==> src/rtl/gma_pkg.sv <==
`timescale 1ns / 1ps
// ----------------------------------------------------------------------------
// Gram matrix accumulator package
// Shared widths, saturation limits and the packed upper-triangle address map.
// ----------------------------------------------------------------------------
package gma_pkg;

  localparam int VECTOR_LENGTH = 8;

  localparam int SAMPLE_W = 16;
  localparam int PROD_W   = 2 * SAMPLE_W;
  localparam int ACC_W    = 48;
  localparam int IDX_W    = 3;
  localparam int DIMS_W   = 4;
  localparam int SLOT_W   = 6;

  localparam logic [DIMS_W-1:0] DIMS_RESET = DIMS_W'(8);

  localparam logic [ACC_W-1:0] ACC_MAX = {1'b0, {(ACC_W-1){1'b1}}};
  localparam logic [ACC_W-1:0] ACC_MIN = {1'b1, {(ACC_W-1){1'b0}}};

  // Slot of element pair (hi, lo) with lo <= hi in the packed upper triangle.
  function automatic logic [SLOT_W-1:0] tri_slot(input logic [IDX_W-1:0] hi,
                                                  input logic [IDX_W-1:0] lo);
    logic [2*IDX_W:0]   hi_ext;
    logic [2*IDX_W:0]   tri_num;
    hi_ext  = (2*IDX_W+1)'(hi);
    tri_num = hi_ext * (hi_ext + (2*IDX_W+1)'(1));
    return SLOT_W'(tri_num[2*IDX_W:1]) + SLOT_W'(lo);
  endfunction

endpackage

==> src/rtl/gram_matrix_accumulator_top.sv <==
`timescale 1ns / 1ps
// ----------------------------------------------------------------------------
// Gram matrix accumulator
// Builds X-transpose-X over probe vectors in a packed upper-triangle RAM and
// streams the mirrored matrix out in row-major order on end of set.
// ----------------------------------------------------------------------------
//  Channel   Ports                              Handshake
//  input     sample, end_of_set                 start & !busy
//  result    entry, row, col, last              strobe, one cycle each
//  config    dims_in_use                        cfg_valid & cfg_ready
//
//  An element at position k of its vector keeps busy high through a
//  read-modify-write beat for each term 0..k through the shared multiplier
//  and then a write drain. With end_of_set, d*d entries follow at one
//  per cycle, then a flush state, where d is the effective dimension.
//  Reset clears the accumulator valid bits, so no clearing pass is needed;
//  the results cannot be stalled and the config port is always ready.
// ----------------------------------------------------------------------------
module gram_matrix_accumulator_top #(
  parameter int VECTOR_LENGTH = gma_pkg::VECTOR_LENGTH
) (
  input  logic                                clk,
  input  logic                                rst,
  input  logic                                start,
  output logic                                busy,
  input  logic signed [gma_pkg::SAMPLE_W-1:0] sample,
  input  logic                                end_of_set,
  output logic                                strobe,
  output logic signed [gma_pkg::ACC_W-1:0]    entry,
  output logic [gma_pkg::IDX_W-1:0]           row,
  output logic [gma_pkg::IDX_W-1:0]           col,
  output logic                                last,
  input  logic                                cfg_valid,
  output logic                                cfg_ready,
  input  logic [gma_pkg::DIMS_W-1:0]          dims_in_use
);

  localparam int TRI_DEPTH = VECTOR_LENGTH * (VECTOR_LENGTH + 1) / 2;
  localparam int TRI_AW    = (TRI_DEPTH > 1) ? $clog2(TRI_DEPTH) : 1;
  localparam int BUF_AW    = (VECTOR_LENGTH > 1) ? $clog2(VECTOR_LENGTH) : 1;
  localparam int IW        = gma_pkg::IDX_W;
  localparam int DW        = gma_pkg::DIMS_W;

  typedef enum logic [2:0] {S_IDLE, S_ACCUM, S_DRAIN, S_EMIT, S_FLUSH} state_t;

  state_t                        state;
  logic [DW-1:0]                 dims_reg;
  logic [DW-1:0]                 eff_dims;
  logic [IW-1:0]                 elem_idx;
  logic [IW-1:0]                 cur_idx;
  logic [IW-1:0]                 term;
  logic [IW-1:0]                 row_cnt;
  logic [IW-1:0]                 col_cnt;
  logic signed [gma_pkg::SAMPLE_W-1:0] x_reg;
  logic signed [gma_pkg::SAMPLE_W-1:0] vbuf [VECTOR_LENGTH];
  logic                          end_flag;
  logic [TRI_DEPTH-1:0]          acc_valid;
  logic                          rd_valid;
  logic                          out_pend;
  logic [IW-1:0]                 row_q;
  logic [IW-1:0]                 col_q;
  logic                          last_q;

  logic                          accept;
  logic [IW-1:0]                 start_idx;
  logic [DW-1:0]                 idx_inc;
  logic [IW-1:0]                 idx_next;
  logic [IW-1:0]                 slot_hi;
  logic [IW-1:0]                 slot_lo;
  logic [TRI_AW-1:0]             raddr;
  logic [gma_pkg::SLOT_W-1:0]    slot;
  logic                          issue;
  logic [gma_pkg::ACC_W-1:0]     rdata;
  logic [gma_pkg::ACC_W-1:0]     acc_old;
  logic                          wr_en;
  logic [TRI_AW-1:0]             wr_addr;
  logic [gma_pkg::ACC_W-1:0]     wr_data;
  logic                          emit_end;
  logic                          col_end;

  // Out-of-range dimension settings are clamped into 1..VECTOR_LENGTH.
  always_comb begin
    if (dims_reg == '0) begin
      eff_dims = DW'(1);
    end else if (dims_reg > DW'(VECTOR_LENGTH)) begin
      eff_dims = DW'(VECTOR_LENGTH);
    end else begin
      eff_dims = dims_reg;
    end
  end

  assign accept    = start && !busy;
  assign busy      = (state != S_IDLE);
  assign cfg_ready = 1'b1;

  // A shrunk dimension setting restarts the vector before the element lands.
  assign start_idx = ({1'b0, elem_idx} >= eff_dims) ? '0 : elem_idx;
  assign idx_inc   = {1'b0, start_idx} + DW'(1);
  assign idx_next  = (idx_inc >= eff_dims) ? '0 : idx_inc[IW-1:0];

  assign col_end  = ({1'b0, col_cnt} == eff_dims - DW'(1));
  assign emit_end = col_end && ({1'b0, row_cnt} == eff_dims - DW'(1));

  always_comb begin
    unique case (state)
      S_ACCUM: begin
        slot_hi = cur_idx;
        slot_lo = term;
      end
      S_EMIT: begin
        slot_hi = (row_cnt > col_cnt) ? row_cnt : col_cnt;
        slot_lo = (row_cnt > col_cnt) ? col_cnt : row_cnt;
      end
      default: begin
        slot_hi = '0;
        slot_lo = '0;
      end
    endcase
  end

  assign slot    = gma_pkg::tri_slot(slot_hi, slot_lo);
  assign raddr   = slot[TRI_AW-1:0];
  assign issue   = (state == S_ACCUM);
  assign acc_old = rd_valid ? rdata : '0;

  gma_ram #(
    .WIDTH (gma_pkg::ACC_W),
    .DEPTH (TRI_DEPTH)
  ) u_acc_ram (
    .clk   (clk),
    .we    (wr_en),
    .waddr (wr_addr),
    .wdata (wr_data),
    .raddr (raddr),
    .rdata (rdata)
  );

  gma_mac #(
    .AW (TRI_AW)
  ) u_mac (
    .clk        (clk),
    .rst        (rst),
    .issue      (issue),
    .issue_addr (raddr),
    .op_a       (vbuf[term[BUF_AW-1:0]]),
    .op_b       (x_reg),
    .acc_old    (acc_old),
    .wr_en      (wr_en),
    .wr_addr    (wr_addr),
    .wr_data    (wr_data)
  );

  always_ff @(posedge clk) begin
    if (rst) begin
      state     <= S_IDLE;
      dims_reg  <= gma_pkg::DIMS_RESET;
      elem_idx  <= '0;
      acc_valid <= '0;
      rd_valid  <= 1'b0;
      out_pend  <= 1'b0;
    end else begin
      if (cfg_valid && cfg_ready) begin
        dims_reg <= dims_in_use;
      end
      rd_valid <= acc_valid[raddr];
      if (wr_en) begin
        acc_valid[wr_addr] <= 1'b1;
      end
      out_pend <= (state == S_EMIT);
      row_q    <= row_cnt;
      col_q    <= col_cnt;
      last_q   <= emit_end;

      unique case (state)
        S_IDLE: begin
          if (accept) begin
            vbuf[start_idx[BUF_AW-1:0]] <= sample;
            x_reg    <= sample;
            cur_idx  <= start_idx;
            term     <= '0;
            end_flag <= end_of_set;
            elem_idx <= idx_next;
            state    <= S_ACCUM;
          end
        end
        S_ACCUM: begin
          if (term == cur_idx) begin
            state <= S_DRAIN;
          end else begin
            term <= term + IW'(1);
          end
        end
        S_DRAIN: begin
          row_cnt <= '0;
          col_cnt <= '0;
          state   <= end_flag ? S_EMIT : S_IDLE;
        end
        S_EMIT: begin
          if (col_end) begin
            col_cnt <= '0;
            row_cnt <= row_cnt + IW'(1);
          end else begin
            col_cnt <= col_cnt + IW'(1);
          end
          if (emit_end) begin
            state <= S_FLUSH;
          end
        end
        S_FLUSH: begin
          acc_valid <= '0;
          elem_idx  <= '0;
          state     <= S_IDLE;
        end
        default: begin
          state <= S_IDLE;
        end
      endcase
    end
  end

  assign strobe = out_pend;
  assign entry  = acc_old;
  assign row    = row_q;
  assign col    = col_q;
  assign last   = last_q;

  a_strobe_from_emit: assert property (@(posedge clk) disable iff (rst)
    strobe |-> $past(state) == S_EMIT)
    else $error("result strobe without a preceding matrix read");

  a_accept_starts_accum: assert property (@(posedge clk) disable iff (rst)
    accept |=> state == S_ACCUM)
    else $error("accepted element did not start accumulation");

  a_no_write_in_emit: assert property (@(posedge clk) disable iff (rst)
    (state == S_EMIT || state == S_IDLE) |-> !wr_en)
    else $error("accumulator write outside the accumulate phase");

  a_last_ends_run: assert property (@(posedge clk) disable iff (rst)
    (strobe && last) |=> !strobe && state == S_IDLE)
    else $error("results continued after the final entry");

endmodule

==> src/rtl/gma_ram.sv <==
`timescale 1ns / 1ps
// ----------------------------------------------------------------------------
// Generic RAM
// One write port and one read port, read data registered.
// ----------------------------------------------------------------------------
module gma_ram #(
  parameter int WIDTH = 48,
  parameter int DEPTH = 36,
  localparam int AW = (DEPTH > 1) ? $clog2(DEPTH) : 1
) (
  input  logic             clk,
  input  logic             we,
  input  logic [AW-1:0]    waddr,
  input  logic [WIDTH-1:0] wdata,
  input  logic [AW-1:0]    raddr,
  output logic [WIDTH-1:0] rdata
);

  logic [WIDTH-1:0] mem [DEPTH];

  always_ff @(posedge clk) begin
    if (we) begin
      mem[waddr] <= wdata;
    end
    rdata <= mem[raddr];
  end

endmodule

==> src/rtl/gma_mac.sv <==
`timescale 1ns / 1ps
// ----------------------------------------------------------------------------
// Multiply and saturating accumulate
// Registers the product alongside the RAM read, then adds and writes back.
// ----------------------------------------------------------------------------
module gma_mac #(
  parameter int AW = 6
) (
  input  logic                                clk,
  input  logic                                rst,
  input  logic                                issue,
  input  logic [AW-1:0]                       issue_addr,
  input  logic signed [gma_pkg::SAMPLE_W-1:0] op_a,
  input  logic signed [gma_pkg::SAMPLE_W-1:0] op_b,
  input  logic [gma_pkg::ACC_W-1:0]           acc_old,
  output logic                                wr_en,
  output logic [AW-1:0]                       wr_addr,
  output logic [gma_pkg::ACC_W-1:0]           wr_data
);

  logic signed [gma_pkg::PROD_W-1:0] prod;
  logic [AW-1:0]                     addr_q;
  logic                              vld_q;
  logic signed [gma_pkg::ACC_W:0]    sum;

  always_ff @(posedge clk) begin
    if (rst) begin
      vld_q <= 1'b0;
    end else begin
      vld_q <= issue;
    end
    prod   <= op_a * op_b;
    addr_q <= issue_addr;
  end

  // One guard bit is enough: the product is far narrower than the accumulator.
  assign sum = $signed({acc_old[gma_pkg::ACC_W-1], acc_old})
             + (gma_pkg::ACC_W+1)'(prod);

  always_comb begin
    if (sum[gma_pkg::ACC_W] != sum[gma_pkg::ACC_W-1]) begin
      wr_data = sum[gma_pkg::ACC_W] ? gma_pkg::ACC_MIN : gma_pkg::ACC_MAX;
    end else begin
      wr_data = sum[gma_pkg::ACC_W-1:0];
    end
  end

  assign wr_en   = vld_q;
  assign wr_addr = addr_q;

endmodule

==> config.mk <==
export PLATFORM = sky130hd
export DESIGN_NAME = gram_matrix_accumulator_top
export DESIGN_NICKNAME = d
export VERILOG_FILES = /design/src/rtl/gma_pkg.sv /design/src/rtl/gram_matrix_accumulator_top.sv /design/src/rtl/gma_ram.sv /design/src/rtl/gma_mac.sv
export SDC_FILE = /design/constraint.sdc
export NUM_CORES = 2
export LEC_CHECK = 0
export BUFFER_PORTS_ARGS = -buffer_cell sky130_fd_sc_hd__buf_2
export CORE_MARGIN = 1
export CORE_UTILIZATION = 25
export CTS_CLUSTER_SIZE = 30
export DETAILED_ROUTE_END_ITERATION = 16
export SLEW_MARGIN = 20
export SYNTH_ARGS = -nofsm -noshare
export SYNTH_HDL_FRONTEND = slang
export SYNTH_SLANG_ARGS = --single-unit
==> constraint.sdc <==
create_clock -name clk -period 10 [get_ports clk]
set_clock_uncertainty 0.15 [all_clocks]
set_input_delay 1.5 -clock clk [delete_from_list [all_inputs] [get_ports clk]]
set_output_delay 1.5 -clock clk [all_outputs]
set_load 0.01 [all_outputs]
==> results.toml <==
[cts]
cts_buffer_depth = 4
clock-sinks = 2030
hold_buffers = 0
cts_max_level = 4
cts_tree = "built"
post_cts_buffers = 0
post_cts_resized = 0
clk_latency_ns = 0.88
cts_root_buffer = "clkbuf_16"
cts_made_buffers = 203
path_clk_slew_ns = 0.07

[yosys]
synth.most_common_cell = "edfxtp_1"
syn_nets = 5214
synth_area_leader_cell = "edfxtp_1"
synth_cell_types = 72
synth_top_cells_by_count = "1,892 x edfxtp_1, 571 x mux4_2, 338 x inv_1, 266 x fa_1, 228 x nand2_1"
synth_ff_type = "edfxtp_1"
synth.avg_cell_area_um2 = 18.7
synth.area.top_cells = "edfxtp_1 64%, mux4_2 14%, fa_1 6.0%"
ys_seq_area_frac = 0.669
syn-cell-area_um2 = 89100
syn_inst = 4766
synth_top_area_frac = 0.638
synthArstFlopShare = 0
synth_warnings = 0
ys_ff_latch = 2030
synth-edff-count = 1892

[pwr]
p_per_area_nw_per_um2 = 357
power_mw = 36.8
p_clk_frac = 0.212
switching_power_mw = 13.6
p_int_mw = 23.2
power.share.combinational = 0.467
p_sw_frac = 0.370
sequentialPowerShare = 0.320
ir_drop_v = 0.000866
leakagePower_nw = 34.1

[die]
core_area_um2 = 353000
die_w_um = 599
die_area_um2 = 359000
ios = 83
row_count = 218
initial_core_util = 0.252
fp.dieH_um = 599

[critical_path]
cp-end-kind = "register"
arrival_ns = 8.57
cp_data_required_time_ns = 10.54
r2r_slack_ns = 1.97
start_kind = "register"
ff2ff_path_depth = 23
crit_path_end = "u_mac.prod[16]"
cp_max_fo = 28
critPathKind = "reg -> reg"
r2r_end = "u_mac.prod[16]"

[finish]
largest_register = "u_acc_ram.mem"
largest_reg_flops = 1728
drive_gt1_frac = 0.236
syn2layout_area_growth_pct = 15.6
final.fill_count = 34700
finalNetCount = 5404

[status]
status = "finished, final reports clean"

[sta]
tns_ns = 0
slew_violations = 0
fmax_mhz = 125
tightest_slew_ns = 1.17
max_slew_margin = 0.218
setup_viol_count_final = 0
grt_setup_unrepaired = "false"
finalHoldViolations = 0
finalWorstPathRequiredPeriod_ns = 8.03
min_period_over_period = 0.803

[global_route]
grt_pass1_wl_mm = 341
grt_max_degree = 129
grtUsageTotal = 0.130
first_global_vias = 47000
antenna_found_initial = 16
gr-total-overflow = 0

[drt]
wl_per_cell_um = 24.1
final_antenna_net_count = 0
num_vias = 45800
dr.pass1.iters = 5
drtIter0Drc = 4911
drt_wl_total_mm = 237
vias_per_cell = 4.65
drc_errors = 0

[flow_run]
maxCapViolCount = 0

[placement]
hpwl_mm = 135
gp_congestion = 0.809
portBuffers = 81

[min_path]
holdPathStages = 1
min_path_type = "reg -> reg"
## worst max-delay path: stages (launching register included)
cell and delay, ns:
dfxtp_4 0.72, buf_4 0.27, mux4_2 0.51, mux2_2 0.44
and2_1 0.25, fa_1 0.53, fa_1 0.42, ha_1 0.21
fa_1 0.48, inv_1 0.06, fa_1 0.50, fa_1 0.50
inv_1 0.05, ha_1 0.33, a21oi_1 0.14, o21ai_0 0.12
a2111oi_0 0.92, buf_4 0.28, nor3b_1 0.07, o21a_1 0.23
o21a_1 0.20, o21a_1 0.17, nor2_1 0.12, xnor2_1 0.19
## worst min-delay path by stage
| stage | start | endpoint | slack (ns) |
|---|---|---|---|
| finish | acc_valid[25] | acc_valid[25] | 0.31 |
| global route | acc_valid[25] | acc_valid[25] | 0.33 |
| floorplan | acc_valid[0] | acc_valid[0] | 0.29 |
| global placement | acc_valid[20] | acc_valid[20] | 0.29 |
| CTS | acc_valid[21] | acc_valid[21] | 0.32 |
| detailed placement | acc_valid[21] | acc_valid[21] | 0.30 |
## routing by layer
layer | wire length (um) | track usage | up-vias
li1 | - | - | 18800
met1 | 102000 | 0.184 | 24800
met2 | 112000 | 0.209 | 1867
met3 | 19000 | 0.0249 | 310
met4 | 4360 | 0.0266 | 10
met5 | 71 | 0 | -
## power by group through the flow
stage,clock network (mW),registers [mW],logic [mW]
after floorplan,0,11.9,12.4
after global routing,8.24,11.8,19.3
after CTS,7.95,11.8,17.4
after detailed placement,0,12.0,17.1
final,7.81,11.8,17.2
after global placement,0,12.0,16.8
## area by class of cell
class	instances	area [um2]	share of cell area
Timing Repair Buffer	193	1420	0.0138
Clock inverter	130	1450	0.0141
Clock buffer	240	5310	0.0516
Sequential cell	2030	59600	0.579
Multi-Input combinational cell	2189	28000	0.272
Antenna cell	3	7.51	0.0000729
Inverter	339	1270	0.0124
Tap cell	4730	5920	0.0575
## stage by stage
| step | std cells | instance area [um2] | setup WS [ns] | hold WS [ns] | util |
|---|---|---|---|---|---|
| 3_5_place_dp | 9478 | 96100 | 1.64 | 0.301 | 0.272 |
| 6_report | 9854 | 103000 | 1.97 | 0.315 | 0.291 |
| 4_1_cts | 9848 | 103000 | 1.54 | 0.315 | 0.291 |
| 2_1_floorplan | 4766 | 89100 | 2.16 | 0.285 | - |
| 3_3_place_gp | 9478 | 96000 | 1.73 | 0.291 | 0.271 |
| 5_1_grt | 9851 | 103000 | 1.47 | 0.329 | 0.291 |
## layout by cell type (no fill, tap or decap), drive strengths merged, types with 5 or more instances in the layout
cell type	n
o211ai	11
xor2	32
a31o	5
or2	5
and3	13
a21oi	109
dfxtp	138
o21bai	5
nand2b	21
clkinv	77
nand4	11
a21o	44
edfxtp	1892
nor2	119
mux2	17
clkbuf	240
clkinvlp	16
and2	143
mux4	571
fa	266
bufinv	27
maj3	6
nor3	14
nor2b	44
nand2	228
a211oi	6
inv	349
o21a	49
a31oi	7
buf	193
xnor2	69
mux2i	59
nand3	22
o21ai	104
ha	157
## kinds of logic after synthesis
logic type / count (synthesis) / share of synthesized area
simple gates: 637 / 0.0349
fa+ha+maj: 429 / 0.0826
other cells: 1 / 0.0000421
compound gates: 374 / 0.0267
flops: 2030 / 0.669
buf+inv: 547 / 0.0237
mux: 647 / 0.153
xor+xnor: 101 / 0.00993
No activity file was read; power rests on OpenSTA's default activity.
